[src/sv/nma_pkg.sv]
// ----------------------------------------------------------------------------
// nma_pkg
// Shared types and fixed widths for the neuron multiply-accumulate and
// activation block.
// ----------------------------------------------------------------------------
`default_nettype none

package nma_pkg;

    localparam int X_W    = 16;
    localparam int W_W    = 16;
    localparam int BIAS_W = 16;
    localparam int PROD_W = 32;
    localparam int ACC_W  = 40;
    localparam int SUM_W  = 24;
    localparam int DER_W  = 13;

    localparam logic signed [SUM_W-1:0] SUM_MAX = {1'b0, {(SUM_W-1){1'b1}}};
    localparam logic signed [SUM_W-1:0] SUM_MIN = {1'b1, {(SUM_W-1){1'b0}}};

    typedef enum logic [1:0] {
        ACT_RELU     = 2'd0,
        ACT_SOFTPLUS = 2'd1,
        ACT_SIGMOID  = 2'd2,
        ACT_IDENTITY = 2'd3
    } act_mode_t;

    typedef enum logic {
        CFG_BIAS     = 1'b0,
        CFG_ACT_MODE = 1'b1
    } cfg_index_t;

    // Finished dot product handed from the accumulator to the rounding stage.
    typedef struct packed {
        logic signed [ACC_W-1:0] acc;
        act_mode_t               mode;
    } sum_t;

    // Decisions made in the rounding stage for the activation stage.
    typedef struct packed {
        act_mode_t mode;
        logic      clipped;
        logic      ge_hi;
        logic      le_lo;
    } act_ctrl_t;

    typedef struct packed {
        logic                    sum_saturated;
        logic [DER_W-1:0]        derivative;
        logic signed [SUM_W-1:0] activation;
    } result_t;

endpackage

`default_nettype wire

[src/sv/nma_mac.sv]
// ----------------------------------------------------------------------------
// nma_mac
// Input register, product register and saturating 40-bit accumulator. The
// finished sum of a vector is held in an output register.
// ----------------------------------------------------------------------------
`default_nettype none

module nma_mac #(
    parameter int FRACTION_BITS = 12
) (
    input  logic                                 clk,
    input  logic                                 rst_n,
    input  logic                                 in_valid,
    output logic                                 in_ready,
    input  logic signed [nma_pkg::X_W-1:0]       in_x,
    input  logic signed [nma_pkg::W_W-1:0]       in_w,
    input  logic                                 in_last,
    input  logic signed [nma_pkg::BIAS_W-1:0]    bias,
    input  nma_pkg::act_mode_t                   mode,
    output logic                                 out_valid,
    input  logic                                 out_ready,
    output nma_pkg::sum_t                        out_sum
);

    localparam int ACC_W = nma_pkg::ACC_W;
    localparam int PROD_W = nma_pkg::PROD_W;
    localparam logic signed [ACC_W-1:0] ACC_MAX = {1'b0, {(ACC_W-1){1'b1}}};
    localparam logic signed [ACC_W-1:0] ACC_MIN = {1'b1, {(ACC_W-1){1'b0}}};

    logic                               s0_valid_reg;
    logic signed [nma_pkg::X_W-1:0]     x_reg;
    logic signed [nma_pkg::W_W-1:0]     w_reg;
    logic                               s0_last_reg;

    logic                               s1_valid_reg;
    logic signed [PROD_W-1:0]           prod_reg;
    logic signed [PROD_W-1:0]           prod_next;
    logic                               s1_last_reg;

    logic signed [ACC_W-1:0]            acc_reg;
    logic signed [ACC_W-1:0]            acc_next;
    logic                               run_start_reg;

    logic                               s2_valid_reg;
    nma_pkg::sum_t                      sum_reg;

    logic                               s2_free;
    logic                               s1_adv;
    logic                               s1_free;
    logic                               s0_adv;
    logic signed [ACC_W-1:0]            bias_scaled;
    logic signed [ACC_W-1:0]            base;
    logic signed [ACC_W:0]              raw;

    assign s2_free  = !s2_valid_reg || out_ready;
    assign s1_adv   = s1_valid_reg && (!s1_last_reg || s2_free);
    assign s1_free  = !s1_valid_reg || s1_adv;
    assign s0_adv   = s0_valid_reg && s1_free;
    assign in_ready = !s0_valid_reg || s1_free;

    assign prod_next = x_reg * w_reg;

    // A new vector starts from the bias, scaled to the product's fraction bits.
    assign bias_scaled = {{(ACC_W-nma_pkg::BIAS_W){bias[nma_pkg::BIAS_W-1]}}, bias}
                         <<< FRACTION_BITS;
    assign base = run_start_reg ? bias_scaled : acc_reg;
    assign raw  = {base[ACC_W-1], base} + {{(ACC_W+1-PROD_W){prod_reg[PROD_W-1]}}, prod_reg};

    always_comb
    begin
        if (raw[ACC_W] != raw[ACC_W-1])
        begin
            acc_next = raw[ACC_W] ? ACC_MIN : ACC_MAX;
        end
        else
        begin
            acc_next = raw[ACC_W-1:0];
        end
    end

    always_ff @(posedge clk or negedge rst_n)
    begin
        if (!rst_n)
        begin
            s0_valid_reg  <= 1'b0;
            s1_valid_reg  <= 1'b0;
            s2_valid_reg  <= 1'b0;
            acc_reg       <= '0;
            run_start_reg <= 1'b1;
        end
        else
        begin
            if (in_ready)
            begin
                s0_valid_reg <= in_valid;
            end
            if (s1_free)
            begin
                s1_valid_reg <= s0_valid_reg;
            end
            if (s2_free)
            begin
                s2_valid_reg <= s1_adv && s1_last_reg;
            end
            if (s1_adv)
            begin
                acc_reg       <= acc_next;
                run_start_reg <= s1_last_reg;
            end
        end
    end

    always_ff @(posedge clk)
    begin
        if (in_valid && in_ready)
        begin
            x_reg       <= in_x;
            w_reg       <= in_w;
            s0_last_reg <= in_last;
        end
        if (s0_adv)
        begin
            prod_reg    <= prod_next;
            s1_last_reg <= s0_last_reg;
        end
        if (s1_adv && s1_last_reg)
        begin
            sum_reg.acc  <= acc_next;
            sum_reg.mode <= mode;
        end
    end

    assign out_valid = s2_valid_reg;
    assign out_sum   = sum_reg;

endmodule

`default_nettype wire

[config.mk]
export PLATFORM = sky130hd
export DESIGN_NAME = nma_mac
export DESIGN_NICKNAME = d
export VERILOG_FILES = /design/src/sv/nma_pkg.sv /design/src/sv/nma_mac.sv
export SDC_FILE = /design/constraint.sdc
export NUM_CORES = 1
export LEC_CHECK = 0
export BUFFER_PORTS_ARGS = -buffer_cell sky130_fd_sc_hd__buf_2
export CORE_UTILIZATION = 57
export CTS_CLUSTER_DIAMETER = 80
export CTS_CLUSTER_SIZE = 30
export DETAILED_ROUTE_END_ITERATION = 12
export PLACE_DENSITY = 0.75
export SYNTH_ARGS = -nofsm -noshare
export SYNTH_HDL_FRONTEND = slang
export SYNTH_SLANG_ARGS = --single-unit
[constraint.sdc]
create_clock -name clk -period 11.7 [get_ports clk]
set_input_delay 0.585 -clock clk [delete_from_list [all_inputs] [get_ports clk]]
set_output_delay 0.585 -clock clk [all_outputs]
set_load 0.02 [all_outputs]
# Yosys cells after proc, flatten, opt, wreduce, memory -nomap -nowiden
# Cells that the tools add are included.
# word_totals
ff_bits	152
inputBits	55
out_inout_bits	44
elab_cells	30
# op_classes
add_sub_neg	1
mul	1
eq_ne	1
muxes	3
n_reduce_logical	12
# ops
op	n
$mux W40	3
$add A40 B32 Y41	1
$mul A16 B16 Y32	1
$logic_and A1 B1 Y1	4
$logic_not A1 Y1	4
$logic_or A1 B1 Y1	4
$ne A1 B1 Y1	1

# Logic depth before layout (Yosys ltp)
# depth
word_depth	7
depth_mapped	24
ltp_nobuf	23

# Worst setup path after synthesis
# OpenSTA, ideal clock, no wires.
# synth_path
kind	register to register
startpoint	register x_reg[15] in the netlist's numbering
endpoint	register prod_reg[31] (data pin)
setup_time_ns	0.260
t_arrival_ns	6.007
required_time_ns	11.440
slack_ns	5.433
stages_incl_launch_ff	22
n_path_buf	1
synth_period_minus_slack_ns	6.267
cell_sequence	edfxtp_1 -> clkbuf_1 -> nand2_1 -> inv_1 -> fa_1 -> fa_1 -> fa_1 -> fa_1 -> fa_1 -> inv_1 -> fa_1 -> inv_1 -> ha_1 -> a21oi_1 -> o22ai_1 -> or4_1 -> a31oi_1 -> o31ai_1 -> a2111oi_0 -> o21bai_1 -> a21oi_1 -> xnor2_1
# synth_between
elab_chain_cells	1
# synth_lines
element	line_no	rtl
start: declaration	nma_mac.sv:31	logic signed [nma_pkg::X_W-1:0] x_reg;
start signal: assignment	nma_mac.sv:117	x_reg <= in_x;
$mul A16 B16 Y32	nma_mac.sv:61	assign prod_next = x_reg * w_reg;
named net prod_next[31]	nma_mac.sv:37	logic signed [PROD_W-1:0] prod_next;
end signal: assignment	nma_mac.sv:123	prod_reg <= prod_next;
end: declaration	nma_mac.sv:36	logic signed [PROD_W-1:0] prod_reg;
# The timed path passes the listed nets, and every way through them passes these cells.
# A chain may end at the register's enable or synchronous reset.

# Worst setup path in the final report
# layout_path
startpoint	register x_reg[10] in the netlist's numbering
endpoint	register prod_reg[31] (data pin)
# The elaborated chain is that of the path after synthesis.

==> impl_metrics.tcl <==
set metrics [dict create \
    worstSetupStartpoint "x_reg[10]" \
    ys.flop_type "edfxtp_1" \
    wl_per_cell_um 17.5 \
    cpPeakStageDelay_ns 0.76 \
    fillerInstances 2545 \
    utilization 0.623 \
    clock_latency_ns 0.45 \
    drtIter0Drc 1259 \
    cts_max_level 4 \
    cp_max_fo 16 \
    cts_made_buffers 17 \
    cap_viol_max_count 0 \
    grt_pass1_wl_um 65200 \
    diodes 0 \
    cts-root-buf "clkbuf_16" \
    ant_nets 0 \
    overflow 0 \
    gp_congestion 0.934 \
    setup_violations 0 \
    vias_per_cell 5.64 \
    cts_buffer_depth 2 \
    port_buffers 98 \
    syn_inst 1793 \
    slowest_stage "edfxtp_1" \
    die_x_um 179 \
    netlist_area_um2 17800 \
    path_cells "nand2_1 > fa_1 > fa_1 > fa_1 > fa_1 > inv_1 > fa_1 > inv_1 > fa_1 > inv_1 > ha_1 > o211ai_1 > nor3_1 > a221oi_1 > a211o_1 > o31ai_1 > a2111oi_0 > o21bai_1 > a21oi_1 > xnor2_1" \
    rsz0062_at_grt "no" \
    async_reset_ff_frac 0.289 \
    syn_nets 2233 \
    critPathRequiredTime_ns 11.88 \
    yosysWarnings 0 \
    drc_errors 0 \
    critPathLaunchType "register" \
    first_global_vias 12800 \
    ys_ff_latch 152 \
    tightestPinTransition_ns 1.02 \
    drive_gt1_frac 0.0892 \
    r2r_start "x_reg[10]" \
    largest_reg_flops 42 \
    slew_headroom 0.323 \
    hpwl_um 31300 \
    die_area_um2 31900 \
    arrival_ns 7.00 \
    yosysUniqueCellTypes 64 \
    hp-class "in2async" \
    areaGrowthSynthToFinish_pct 7.47 \
    hold_viol_final 0 \
    drtPass1Iterations 6 \
    multi_input_area_um2 12000 \
    timing.critical_path.buf_inv 3 \
    crit_top_cell "fa_1" \
    pin_count 99 \
    grtUsageTotal 0.265 \
    cpLargestDelayFamily "adder cells" \
    cts.sinks 152 \
    grt_max_degree 51 \
    seq_area_um2 4350 \
    clock.fmax_mhz 147 \
    rows 64 \
    status "finished clean" \
    cts_tree "yes" \
    synth.avg_cell_area_um2 9.92 \
    r2r_slack_ns 4.88 \
    initial_core_util 0.580 \
    worst-setup-path-type "reg2reg" \
    tns_ns 0 \
    nets 2287 \
    grt_antenna_before_repair 0 \
    die_y_um 179 \
    drv_slew 0 \
    period_needed_ns 6.82 \
    crit_path_end_kind "register" \
    period_share 0.583 \
    post_cts_buffers 0 \
    holdBufCountCts 0 \
    seq_area_frac_synth 0.244 \
    vias 12700 \
    cts_resized 0 \
    finClkSkew_ns 0.0173 \
    clk_pin_slew_ns 0.08 \
    synth_edf_count 108 \
    drt_wl_total_um 39400 \
    core_um2 30700 \
]
==> final cells by class <==
cell class              count  area share
multi-input cells        1269       0.628
flip-flops and latches    152       0.227
inverters                 302      0.0593
repair buffers            105      0.0284
well taps                 396      0.0259
clock buffers              18      0.0225
clock inverters            14     0.00851
==> cells by family after synthesis <==
kind of cell             Yosys count  share of synthesized area
adder cells (fa/ha/maj)          385                      0.382
flip-flops                       152                      0.244
buffers and inverters            372                     0.0809
AND/OR/NAND/NOR                  518                      0.147
XOR/XNOR                          70                     0.0345
multiplexers                      16                     0.0101
AO/OA/AOI/OAI                    280                      0.102
==> metal layers <==
metal	global-route usage	vias to the layer above	routed length, um
met1	0.373	6252	18200
met2	0.423	495	18100
met4	0.0579	0	554
met5	0	-	0
met3	0.0541	52	2570
li1	-	5924	-
==> cell usage after synthesis (9+ instances only) <==
| library cell | n | area (um2) |
|---|---|---|
| and2_1 | 128 | 801 |
| buf_2 | 9 | 45.0 |
| fa_1 | 263 | 5270 |
| mux2_2 | 15 | 169 |
| inv_1 | 302 | 1130 |
| nor3_1 | 19 | 95.1 |
| a21oi_1 | 57 | 285 |
| a31oi_1 | 18 | 113 |
| xor2_1 | 24 | 210 |
| nand2_1 | 201 | 754 |
| edfxtp_1 | 108 | 3240 |
| a21o_1 | 28 | 210 |
| and3_1 | 12 | 75.1 |
| nor2b_1 | 19 | 119 |
| clkbuf_1 | 56 | 210 |
| nor2_1 | 46 | 173 |
| nand3_1 | 30 | 150 |
| ha_1 | 122 | 1530 |
| nand2b_1 | 29 | 181 |
| o21ai_0 | 67 | 335 |
| o311ai_1 | 9 | 78.8 |
| o21ai_1 | 17 | 85.1 |
| xnor2_1 | 46 | 403 |
| dfrtp_1 | 43 | 1080 |
| o211ai_1 | 24 | 180 |
==> path summary, 6_finish.rpt <==
| check | endpoint | depth (start not counted) |
|---|---|---|
| max in group asynchronous | acc_reg[29] | 1 |
| worst min-delay path | acc_reg[12] | 1 |
| min in group clk | w_reg[14] | 1 |
| worst max register to register | prod_reg[31] | 20 |
| worst max-delay path | prod_reg[31] | 20 |
| worst min register to register | s1_last_reg | 0 |
==> cell usage in the layout, fill, tap and decap left out, types with 28 or more instances in the layout <==
cell type	synthesis	layout
nand2b_1	29	29
edfxtp_1	108	108
fa_1	263	263
buf_2	9	98
nand2_1	201	201
and2_1	128	128
a21o_1	28	28
xnor2_1	46	46
a21oi_1	57	57
nand3_1	30	30
o21ai_0	67	67
ha_1	122	122
nor2_1	46	46
dfrtp_1	43	43
inv_1	302	302
==> metrics by stage <==
stage / worst slack [ns] / hold WS [ns] / instance area (um2) / std cells
6_report: 4.88 / 0.306 / 19100 / 2256
5_1_grt: 4.49 / 0.281 / 19100 / 2256
4_1_cts: 4.95 / 0.281 / 19100 / 2256
3_5_place_dp: 4.95 / 0.408 / 18500 / 2224
3_3_place_gp: 5.04 / 0.405 / 18500 / 2224
2_1_floorplan: 5.43 / 0.289 / 17800 / 1793
Power is left out: the tool's default activity adds up to more than one toggle a clock period on the data nets, which glitch-free logic cannot reach.
