$ cat src/sv/nma_pkg.sv
// ----------------------------------------------------------------------------
// nma_pkg
// Shared types and fixed widths for the neuron multiply-accumulate and
// activation block.
// ----------------------------------------------------------------------------
`default_nettype none

package nma_pkg;

    localparam int X_W    = 16;
    localparam int W_W    = 16;
    localparam int BIAS_W = 16;
    localparam int PROD_W = 32;
    localparam int ACC_W  = 40;
    localparam int SUM_W  = 24;
    localparam int DER_W  = 13;

    localparam logic signed [SUM_W-1:0] SUM_MAX = {1'b0, {(SUM_W-1){1'b1}}};
    localparam logic signed [SUM_W-1:0] SUM_MIN = {1'b1, {(SUM_W-1){1'b0}}};

    typedef enum logic [1:0] {
        ACT_RELU     = 2'd0,
        ACT_SOFTPLUS = 2'd1,
        ACT_SIGMOID  = 2'd2,
        ACT_IDENTITY = 2'd3
    } act_mode_t;

    typedef enum logic {
        CFG_BIAS     = 1'b0,
        CFG_ACT_MODE = 1'b1
    } cfg_index_t;

    // Finished dot product handed from the accumulator to the rounding stage.
    typedef struct packed {
        logic signed [ACC_W-1:0] acc;
        act_mode_t               mode;
    } sum_t;

    // Decisions made in the rounding stage for the activation stage.
    typedef struct packed {
        act_mode_t mode;
        logic      clipped;
        logic      ge_hi;
        logic      le_lo;
    } act_ctrl_t;

    typedef struct packed {
        logic                    sum_saturated;
        logic [DER_W-1:0]        derivative;
        logic signed [SUM_W-1:0] activation;
    } result_t;

endpackage

`default_nettype wire

$ cat src/sv/nma_round.sv
// ----------------------------------------------------------------------------
// nma_round
// Rounds the accumulated sum to the output fraction, saturates it to 24 bits
// and works out the activation table bin and the clamp decisions.
// ----------------------------------------------------------------------------
`default_nettype none

module nma_round #(
    parameter int FRACTION_BITS = 12,
    parameter int TABLE_ENTRIES = 1024
) (
    input  logic                                 clk,
    input  logic                                 rst_n,
    input  logic                                 in_valid,
    output logic                                 in_ready,
    input  nma_pkg::sum_t                        in_sum,
    output logic                                 out_valid,
    input  logic                                 out_ready,
    output logic signed [nma_pkg::SUM_W-1:0]     out_z,
    output logic [$clog2(TABLE_ENTRIES)-1:0]     out_idx,
    output nma_pkg::act_ctrl_t                   out_ctrl
);

    localparam int ACC_W = nma_pkg::ACC_W;
    localparam int SUM_W = nma_pkg::SUM_W;
    localparam int IDX_W = $clog2(TABLE_ENTRIES);
    localparam int N_W   = $clog2(TABLE_ENTRIES + 1);
    // The table spans [-16, 16), that is 2^(FRACTION_BITS+5) steps.
    localparam int U_W   = FRACTION_BITS + 5;
    localparam int M_W   = U_W + N_W;
    localparam logic [ACC_W:0] HALF_LSB = (ACC_W+1)'(64'd1 << (FRACTION_BITS - 1));
    localparam logic signed [SUM_W-1:0] CLAMP_HI = SUM_W'(64'd16 << FRACTION_BITS);
    localparam logic signed [SUM_W-1:0] CLAMP_LO = -CLAMP_HI;

    logic                               valid_reg;
    logic signed [SUM_W-1:0]            z_reg;
    logic [IDX_W-1:0]                   idx_reg;
    nma_pkg::act_ctrl_t                 ctrl_reg;

    logic signed [ACC_W:0]              v;
    logic signed [ACC_W:0]              zw;
    logic [ACC_W-SUM_W+1:0]             zw_hi;
    logic                               fits;
    logic signed [SUM_W-1:0]            z_next;
    logic signed [SUM_W-1:0]            zc;
    logic [U_W-1:0]                     u;
    logic [M_W-1:0]                     scaled;
    nma_pkg::act_ctrl_t                 ctrl_next;

    assign in_ready = !valid_reg || out_ready;

    // Round to nearest with ties upward: add half an LSB, then floor.
    assign v     = {in_sum.acc[ACC_W-1], in_sum.acc} + HALF_LSB;
    assign zw    = v >>> FRACTION_BITS;
    assign zw_hi = zw[ACC_W:SUM_W-1];
    assign fits  = (&zw_hi) || !(|zw_hi);

    always_comb
    begin
        if (fits)
        begin
            z_next = zw[SUM_W-1:0];
        end
        else
        begin
            z_next = zw[ACC_W] ? nma_pkg::SUM_MIN : nma_pkg::SUM_MAX;
        end
    end

    assign zc     = z_next + CLAMP_HI;
    assign u      = zc[U_W-1:0];
    assign scaled = M_W'(u) * M_W'(TABLE_ENTRIES);

    always_comb
    begin
        ctrl_next.mode    = in_sum.mode;
        ctrl_next.clipped = !fits;
        ctrl_next.ge_hi   = z_next >= CLAMP_HI;
        ctrl_next.le_lo   = z_next <= CLAMP_LO;
    end

    always_ff @(posedge clk or negedge rst_n)
    begin
        if (!rst_n)
        begin
            valid_reg <= 1'b0;
        end
        else if (in_ready)
        begin
            valid_reg <= in_valid;
        end
    end

    always_ff @(posedge clk)
    begin
        if (in_valid && in_ready)
        begin
            z_reg    <= z_next;
            idx_reg  <= scaled[U_W +: IDX_W];
            ctrl_reg <= ctrl_next;
        end
    end

    assign out_valid = valid_reg;
    assign out_z     = z_reg;
    assign out_idx   = idx_reg;
    assign out_ctrl  = ctrl_reg;

endmodule

`default_nettype wire

$ cat config.mk
export PLATFORM = sky130hd
export DESIGN_NAME = nma_round
export DESIGN_NICKNAME = d
export VERILOG_FILES = /design/src/sv/nma_pkg.sv /design/src/sv/nma_round.sv
export SDC_FILE = /design/constraint.sdc
export NUM_CORES = 1
export LEC_CHECK = 0
export BUFFER_PORTS_ARGS = -buffer_cell sky130_fd_sc_hd__buf_2
export CELL_PAD_IN_SITES_DETAIL_PLACEMENT = 0
export CELL_PAD_IN_SITES_GLOBAL_PLACEMENT = 1
export CORE_AREA = 2 2 83 101
export DETAILED_ROUTE_END_ITERATION = 10
export DIE_AREA = 0 0 85 103
export PLACE_DENSITY = 0.72
export SYNTH_ARGS = -nofsm -noshare
export SYNTH_HDL_FRONTEND = slang
export SYNTH_SLANG_ARGS = --single-unit
$ cat constraint.sdc
create_clock -name clk -period 2.7 [get_ports clk]
set_clock_uncertainty 0.1 [all_clocks]
set_input_delay 0.27 -clock clk [delete_from_list [all_inputs] [get_ports clk]]
set_output_delay 0.27 -clock clk [all_outputs]
set_load 0.01 [all_outputs]
# Word-level counts from Yosys, hierarchy flattened
# Cells that the tools add are included.
[totals] register_bits=40 latch_bits=0 ram_bits=0 mem_bits_ro=0 input_bits=46 out_inout_bits=41 wordCells=21 mem_count=0
[classes] addsub=2 mul=0 div_mod_pow=0 order_cmp=2 eq_ne=0 n_shift=0 muxes=2 bitwise_logic=0 reduce_logical=8
[op_table] cell="$mux 24" n=2
[op_table] cell="$add 40x13->41 const B" n=1
[op_table] cell="$ge 24x18->1 const B" n=1
[op_table] cell="$le 24x17->1 const B" n=1
[op_table] cell="$add 17x17->17 const B" n=1
[op_table] cell="$reduce_and 6->1" n=1
[op_table] cell="$reduce_or 6->1" n=1
[op_table] cell="$logic_not 1->1" n=3
[op_table] cell="$logic_or 1x1->1" n=2
[op_table] cell="$logic_and 1x1->1" n=1

# Depth between registers and ports, before layout
# Gate-level depths: netlist of the first run.
[depth] depth_word=6 mapped_depth=10 depth_no_buf=8

# Worst setup path after synthesis of the first run
# OpenSTA, ideal clock, no wires.
[synth_timing] path_kind="in2reg" start="in in_sum[15] (netlist bit)" end="reg z_reg[16], in the netlist out_z[16], data pin" setup_time_ns=0.262 arrival_ns=1.883 setup_slack_ns=0.454 cell_stages=9 n_path_buf=2 cell_sequence="buf_2 -> nand4_2 -> nor2_8 -> nand4_2 -> mux2i_1 -> and3_1 -> nor3_2 -> buf_4 -> a21oi_2"
[synth_between] elab_chain_len=5 word_cells_on_any_way=7 classes_between="add/sub (1); mux (2); reduce/logical (4)"
[synth_rtl] item="from (decl)" line_no="nma_round.sv:16" source="input nma_pkg::sum_t in_sum,"
[synth_rtl] item="$add 40x13->41 (*)" line_no="nma_round.sv:53" source="assign v = {in_sum.acc[ACC_W-1], in_sum.acc} + HALF_LSB;"
[synth_rtl] item="$reduce_or 6->1" line_no="nma_round.sv:56" source="assign fits = (&zw_hi) || !(|zw_hi);"
[synth_rtl] item="$logic_not 1->1" line_no="nma_round.sv:56"
[synth_rtl] item="$logic_or 1x1->1" line_no="nma_round.sv:56"
[synth_rtl] item="$mux 24 (*)" line_no="nma_round.sv:60" source="if (fits)"
[synth_rtl] item="named net z_next[16]" line_no="nma_round.sv:44" source="logic signed [SUM_W-1:0] z_next;"
[synth_rtl] item="to (signal assigned)" line_no="nma_round.sv:98" source="z_reg <= z_next;"
[synth_rtl] item="to (decl)" line_no="nma_round.sv:36" source="logic signed [SUM_W-1:0] z_reg;"
# The timed path passes the listed nets; every way through them passes the cells marked *.
# A chain may end at the register's enable or synchronous reset.

==> metrics.csv, run 1 <==
metric,value,unit
CP startpoint kind,primary input,
die area,0.00876,mm2
final hold vios,0,
Layout area overhead,21.5,%
sequential share of the synthesized area,0.403,
"FF+latch count, synth",31,
Leak,0.00107,uW
HP Class,in2reg,
most frequent cells in the layout,"75 x buf_2, 30 x edfxtp_1, 19 x a21oi_2",
WL per Instance,12.9,um
Peak VDD IR,0.210,mV
Num CTS Buffers,5,
Pre-Repair DR Iteration Count,4,
mux share of post-synthesis cell area,0.0131,
PortBufs,75,
post-CTS setup buffers,0,
"Arr. time, crit path",2.28,ns
Initial Util,0.291,
Compound-Gate Fraction of Synth Area,0.134,
largest net degree at the start of global routing,31,
Routed WL,4880,um
x dimension of the die,85,um
largest family of logic cells by synthesized area,simple AND/OR/NAND/NOR gates,
vias,1790,
Syn Area/Cell,10.9,um2
Final Util,0.354,
Final Critical Period,2.25,ns
HPWL after DPL,3910,um
Required @ worst endpoint,2.73,ns
largest cells by area after synthesis,"edfxtp_1 39%, a21oi_2 7.3%, xnor2_1 6.1%",
status,"finished, final reports clean",
"commonest non-fill, non-tap cell in the layout",buf_2,
"Slew Viols, Final",0,
vias per cell,4.74,
kind of end point of the critical path,flip-flop,
Ant. Diodes,0,
Row Count,36,
# hold bufs at CTS,1,
global-route wire length before repair,7850,um
Netlist cell types,53,
RSZ-0062 raised after global routing,no,
synthesized cell area,0.00229,mm2
antenna violations before repair,0,
Setup TNS,0,ns
share of layout cells above drive strength 1,0.463,
Ports,87,
Max transition margin,0.658,
Syn Inst Count,211,
Worst-Skew Late Latency,0.28,ns
Crit Path Max Fanout,5,
cts repair resizes,0,
Final Setup Violations,0,
simple-gate share of the synthesized area,0.260,
Hold WS,0.0652,ns
fmax,0.444,GHz
top cell type's share of synthesized area,0.393,
post-synthesis xor/xnor area fraction,0.103,
# DRC,0,
critical path class,in2reg,
post-synth top area cell,edfxtp_1,
Worst-Margin Slew,0.508,ns
YS warnings,0,
pwr dens,410,mW/mm2
adder-cell share of the synthesized area,0.00545,
total global routing overflow,0,
Max clock buf depth,2,
Die Ht,103,um
CTS tree,yes,
number of H-tree levels,2,
Worst-path clk slew,0.06,ns
Tot GR Track Use,0.111,
area of the core,0.00788,mm2
fin nets,329,
Syn Nets,258,
Final period util,0.834,
Starting DRT DRC Count,127,
clk root buf,clkbuf_8,
number of global-route vias before repair,1605,
ANT nets after route,0,
Placer Congestion,0.770,
CTS sink cnt,31,
max-cap viol count,0,
## final timing paths
path	start	to	slack (ns)	cells past startpoint
setup / recovery	in_sum[14]	out_ctrl[0]	0.45	9
hold / removal	in_sum[0]	out_ctrl[3]	0.07	1
setup reg to reg	out_valid	out_z[8]	1.30	3
hold reg to reg	out_valid	out_valid	0.43	2
max in group asynchronous	rst_n	out_valid	2.21	2
min in group asynchronous	rst_n	out_valid	0.20	2
## Yosys cell counts (all sizes together)
| master | n |
|---|---|
| or4 | 1 |
| nor4 | 7 |
| o32ai | 1 |
| nand4 | 10 |
| buf | 17 |
| a31o | 1 |
| xnor2 | 16 |
| a31oi | 4 |
| o311ai | 1 |
| edfxtp | 30 |
| nor2 | 10 |
| or3 | 2 |
| a21oi | 26 |
| ha | 1 |
| nand3 | 11 |
| and2 | 2 |
| nand2 | 12 |
| nor3 | 13 |
| a22o | 1 |
| nand3b | 1 |
| nand2b | 3 |
| mux2i | 3 |
| dfrtp | 1 |
| and3 | 10 |
| inv | 7 |
| nor3b | 1 |
| xor2 | 11 |
| o21ai | 3 |
| or2 | 2 |
| a2111oi | 1 |
| a211oi | 1 |
| a21o | 1 |
## state kept, by name, indices dropped and copies added (netlist names)
register   flops
out_valid      1
out_z         24
out_ctrl       5
out_idx        1
## worst max-delay path, cell delays in order
cell	delay (ns)
buf_2	0.11
ha_1	0.25
nand3_1	0.24
nor4_1	0.50
xnor2_1	0.22
nand2_1	0.10
a2111oi_2	0.28
nand3_1	0.12
a31oi_1	0.18
## routing by layer
| metal | vias up | part of all wire | GRT usage |
|---|---|---|---|
| met5 | - | 0 | 0 |
| met4 | 0 | 0.011 | 0.0513 |
| met3 | 4 | 0.046 | 0.0144 |
| met2 | 49 | 0.51 | 0.192 |
| met1 | 818 | 0.43 | 0.139 |
| li1 | 919 | - | - |
## layout make-up
type | count | area, um2
Clock inverter | 1 | 5.00
Inverter | 7 | 26.3
Fill cell | 816 | 5090
Sequential cell | 31 | 926
Multi-Input combinational cell | 156 | 1190
Clock buffer | 7 | 76.3
Timing Repair Buffer | 81 | 448
Tap cell | 95 | 119
## through the flow
step / std cells / instance area (um2) / power, uW / worst slack (ns)
after detailed placement: 369 / 2700 / 815 / 0.120
after global placement: 369 / 2700 / 810 / 0.130
after floorplan: 211 / 2290 / 726 / 0.454
after global routing: 378 / 2790 / 1200 / 0.181
after CTS: 378 / 2790 / 1160 / 0.414
final: 378 / 2790 / 1140 / 0.448
## power by group
part / switching (uW) / internal (uW) / total, uW
clock network: 161 / 180 / 341
registers: 6.86 / 563 / 570
logic: 140 / 92.1 / 232
## cell families (layout without fill, tap and decap cells)
| group | after synthesis | count (layout) |
|---|---|---|
| DFF | 31 | 31 |
| AOI/OAI and AO/OA | 40 | 40 |
| adders and majority gates | 1 | 1 |
| and+or+nand+nor | 85 | 85 |
| xor gates and xnor gates | 27 | 27 |
| muxes | 3 | 3 |
| buffers and inverters | 24 | 96 |
(Power assumes the default switching activity.)
==> run 2: changes to the inputs <==
--- a/config.mk
+++ b/config.mk
@@ -11,7 +11,7 @@
 export CORE_AREA = 2 2 83 101
 export DETAILED_ROUTE_END_ITERATION = 10
 export DIE_AREA = 0 0 85 103
-export PLACE_DENSITY = 0.72
+export PLACE_DENSITY = 0.75
 export SYNTH_ARGS = -nofsm -noshare
 export SYNTH_HDL_FRONTEND = slang
 export SYNTH_SLANG_ARGS = --single-unit
==> constraint.sdc (replaced) <==
create_clock -name clk -period 2 [get_ports clk]
set_clock_uncertainty 0.1 [all_clocks]
set_input_delay 0.2 -clock clk [delete_from_list [all_inputs] [get_ports clk]]
set_output_delay 0.2 -clock clk [all_outputs]
set_load 0.01 [all_outputs]
==> run 2 against run 1 <==
Die area stayed put. Combinational power rose by 71%. Power increased by 45%. Wire length grew 5.8%. Critical endpoint unchanged. Largest power group unchanged.
==> metrics.csv, run 2 (synthesis gave the netlist of run 1 again) <==
metric,value,unit
Initial Util,0.291,
largest net degree at the start of global routing,31,
Required @ worst endpoint,2.03,ns
Num CTS Buffers,5,
antenna violations before repair,0,
Row Count,36,
status,"finished, final reports clean",
multi-input logic area,0.00128,mm2
pwr dens,494,mW/mm2
CTS tree,yes,
HPWL after DPL,4340,um
Ports,87,
Leak,0.00138,uW
Final Util,0.425,
Layout area overhead,46.0,%
"Slew Viols, Final",0,
Tot GR Track Use,0.117,
Peak VDD IR,0.322,mV
clk root buf,clkbuf_8,
final hold vios,0,
max reg flops,24,
fin nets,386,
CP startpoint kind,primary input,
Final Setup Violations,0,
x dimension of the die,85,um
slowest CP cell,or4_4,
Worst-path clk slew,0.06,ns
Hold Path Origin,in_valid,
Worst-Skew Late Latency,0.27,ns
fillcell total,781,
# DRC,0,
Routed WL,5160,um
Max clock buf depth,2,
Placer Congestion,0.758,
Max transition margin,0.712,
crit-path cells,"buf_2, ha_4, or4_4, nand2b_4, a21oi_2, o32ai_2, a2111oi_2, nand3_1, a31oi_1",
number of H-tree levels,2,
RSZ-0062 raised after global routing,yes,
global-route wire length before repair,8240,um
kind of end point of the critical path,flip-flop,
Hold WS,0.0214,ns
Ant. Diodes,0,
post-CTS setup buffers,0,
max incr delay on CP,0.42,ns
ANT nets after route,0,
worst setup path start,in_sum[13],
critical path class,in2reg,
register area,926,um2
number of global-route vias before repair,1841,
most frequent cells in the layout,"75 x buf_2, 56 x buf_4, 30 x edfxtp_1",
Starting DRT DRC Count,50,
CTS sink cnt,31,
Die Ht,103,um
fmax,0.536,GHz
share of layout cells above drive strength 1,0.576,
WL per Instance,11.9,um
Crit Path Max Fanout,2,
Final Critical Period,1.87,ns
vias,2014,
total global routing overflow,0,
die area,0.00876,mm2
WP buf/inv,1,
HP Class,in2reg,
"Arr. time, crit path",1.89,ns
Final period util,0.933,
Worst-Margin Slew,0.427,ns
Pre-Repair DR Iteration Count,4,
"CP delay by family, top",simple AND/OR/NAND/NOR gates,
max-cap viol count,0,
PortBufs,75,
"commonest non-fill, non-tap cell in the layout",buf_2,
vias per cell,4.63,
RR Startpoint,out_valid,
area of the core,0.00788,mm2
run 2: changes by cell type in the layout (fill, tap and decap cells not counted), sizes merged:
cell and change:
dlygate4sd3 +2, buf +55
run 2: stage by stage:
| stage | cell area (um2) | setup TNS, ns | instances | worst slack (ns) | power (uW) |
|---|---|---|---|---|---|
| 3_5_place_dp | 3170 | -4.68 | 424 | -0.229 | 1170 |
| 6_report | 3350 | 0 | 435 | 0.135 | 1650 |
| 4_1_cts | 3290 | 0 | 435 | 0.0543 | 1670 |
| 3_3_place_gp | 3170 | -4.43 | 424 | -0.203 | 1160 |
| 5_1_grt | 3350 | -0.0305 | 435 | -0.0305 | 1750 |
| 2_1_floorplan | 2340 | 0 | 211 | 0.00529 | 986 |
run 2: cell type report:
| class | instances | share of cell area |
|---|---|---|
| tap | 95 | 0.0355 |
| inverter | 7 | 0.00784 |
| timing repair buffer | 138 | 0.270 |
| sequential | 31 | 0.276 |
| multi-input combinational | 156 | 0.383 |
| clock buffer | 7 | 0.0258 |
| clock inverter | 1 | 0.00149 |
run 2: worst register-to-register path, cell delays in order (launching register included):
cell,delay [ns]
dfrtp_1,0.37
nand2b_1,0.10
and2_1,0.13
buf_4,0.33
run 2: power breakdown:
part	internal [uW]	total (uW)	leakage, uW	switching [uW]
Combinational	186	396	0.00104	210
Clock	277	488	0.0000482	211
Sequential	760	771	0.000294	10.1
Total	1220	1650	0.00138	432
run 2: repair_timing:
item,4_1_cts,5_1_grt
setup endpoints to repair,0,17
hold buffers,3,0
gates resized for setup,0,10
endpoints found under the hold margin,3,0
run 2: final timing paths:
check / end / depth (start not counted) / slack, ns
setup / recovery: out_ctrl[0] / 9 / 0.13
hold / removal: out_valid / 2 / 0.02
setup reg to reg: out_z[10] / 3 / 0.61
hold reg to reg: out_valid / 2 / 0.42
max in group asynchronous: out_valid / 2 / 1.59
min in group asynchronous: out_valid / 2 / 0.13
run 2: routing by layer:
metal  GRT usage  vias up  wire length [um]
met2       0.212       52              2680
li1            -     1036                 -
met3      0.0160       11               221
met5           0        -                 0
met1       0.137      915              2150
met4      0.0537        0               112
==> run 3: changes to the inputs <==
--- a/config.mk
+++ b/config.mk
@@ -9,6 +9,7 @@
 export CELL_PAD_IN_SITES_DETAIL_PLACEMENT = 0
 export CELL_PAD_IN_SITES_GLOBAL_PLACEMENT = 1
 export CORE_AREA = 2 2 83 101
+export CTS_BUF_LIST = sky130_fd_sc_hd__clkbuf_8
 export DETAILED_ROUTE_END_ITERATION = 10
 export DIE_AREA = 0 0 85 103
 export PLACE_DENSITY = 0.75
==> run 3 against run 2 <==
Combinational power hardly changed. Critical endpoint unchanged. Utilization stayed put. Largest cell class unchanged. Hold slack stayed put. Largest power group unchanged. Via count stayed put. Power is 0.29% lower. Sequential share of layout area stayed put. Critical path depth stayed put. Sequential power hardly changed. First-iteration DRC count stayed put.
==> metrics.csv, run 3 (synthesis gave the netlist of run 1 again) <==
metric,value,unit
status,"finished, final reports clean",
Max transition margin,0.712,
Placement Setup Slack,-0.229,ns
most frequent cells in the layout,"75 x buf_2, 56 x buf_4, 30 x edfxtp_1",
Ant. Diodes,0,
CTS tree,yes,
final non-filler cell total,435,
Required @ worst endpoint,2.03,ns
Leak,0.00139,uW
CP startpoint kind,primary input,
Max clock buf depth,2,
total global routing overflow,0,
vias,2014,
largest net degree at the start of global routing,31,
Placer Congestion,0.758,
Cells after DPL,424,
global-route wire length before repair,8240,um
share of layout cells above drive strength 1,0.576,
"Arr. time, crit path",1.89,ns
antenna violations before repair,0,
"commonest non-fill, non-tap cell in the layout",buf_2,
post-CTS setup buffers,0,
x dimension of the die,85,um
Setup WS post-layout,0.135,ns
vias per cell,4.63,
Final Util,0.425,
clk root buf,clkbuf_8,
kind of end point of the critical path,flip-flop,
max-cap viol count,0,
area of the core,0.00788,mm2
HP Class,in2reg,
Final Setup Violations,0,
"Slew Viols, Final",0,
fin nets,386,
Pre-Repair DR Iteration Count,4,
ANT nets after route,0,
Row Count,36,
RSZ-0062 raised after global routing,yes,
Crit Path Max Fanout,2,
max reg flops,24,
Layout area overhead,46.0,%
WL per Instance,11.9,um
CTS sink cnt,31,
Worst-Margin Slew,0.427,ns
Peak VDD IR,0.322,mV
PortBufs,75,
Die Ht,103,um
Final period util,0.933,
Routed WL,5160,um
fmax,0.536,GHz
HPWL after DPL,4340,um
# DRC,0,
pwr dens,492,mW/mm2
final hold vios,0,
Tot GR Track Use,0.117,
Worst-Skew Late Latency,0.27,ns
Starting DRT DRC Count,50,
Ports,87,
Worst-path clk slew,0.06,ns
Num CTS Buffers,5,
critical path class,in2reg,
Initial Util,0.291,
number of global-route vias before repair,1841,
die area,0.00876,mm2
number of H-tree levels,2,
Final Critical Period,1.87,ns
-- run 3: cell types whose count changed in the layout (fill, tap and decap cells not counted) --
cell / previous run / this run
clkbuf_1: 1 / 0
inv_1: 6 / 7
-- run 3: layout make-up --
class | instances | area (um2)
Tap cell | 95 | 119
Fill cell | 781 | 4530
Inverter | 7 | 26.3
Clock buffer | 6 | 82.6
Sequential cell | 31 | 926
Multi-Input combinational cell | 156 | 1280
Clock inverter | 2 | 8.76
Timing Repair Buffer | 138 | 906
-- run 3: stage by stage --
stage / area (um2) / setup TNS (ns) / hold slack [ns] / power, uW
floorplan: 2340 / 0 / -0.196 / 986
global placement: 3170 / -4.43 / -0.125 / 1160
detailed placement: 3170 / -4.68 / -0.121 / 1170
CTS: 3290 / 0 / 0.00910 / 1660
global route: 3350 / -0.0305 / 0.0265 / 1740
finish: 3350 / 0 / 0.0214 / 1650
-- run 3: path summary, 6_finish.rpt --
kind | start | end | slack (ns) | cells past startpoint
max in group asynchronous | rst_n | out_valid | 1.59 | 2
setup / recovery | in_sum[13] | out_ctrl[0] | 0.13 | 9
min in group asynchronous | rst_n | out_valid | 0.13 | 2
hold reg to reg | out_valid | out_valid | 0.42 | 2
setup reg to reg | out_valid | out_z[10] | 0.61 | 3
hold / removal | in_valid | out_valid | 0.02 | 2
-- run 3: where the power goes --
part / leakage [uW] / switching (uW) / internal [uW]
sequential: 0.000294 / 10.1 / 760
clock: 0.0000524 / 212 / 272
combinational: 0.00104 / 210 / 186
total: 0.00139 / 432 / 1220
-- run 3: critical path: stages --
cell	delay (ns)
buf_2	0.12
ha_4	0.23
or4_4	0.42
nand2b_4	0.16
a21oi_2	0.13
o32ai_2	0.10
a2111oi_2	0.29
nand3_1	0.11
a31oi_1	0.14
-- run 3: what timing repair did --
item                                    in CTS  in global routing
hold buffers                                 3                  0
hold endpoints to repair                     3                  0
endpoints found under the setup margin       0                 17
gates resized for setup                      0                 10
-- run 3: routing by layer --
layer  up-vias  wire length [um]  track usage
met1       915              2150        0.137
met3        11               221       0.0160
met5         -                 0            0
li1       1036                 -            -
met4         0               112       0.0537
met2        52              2680        0.212
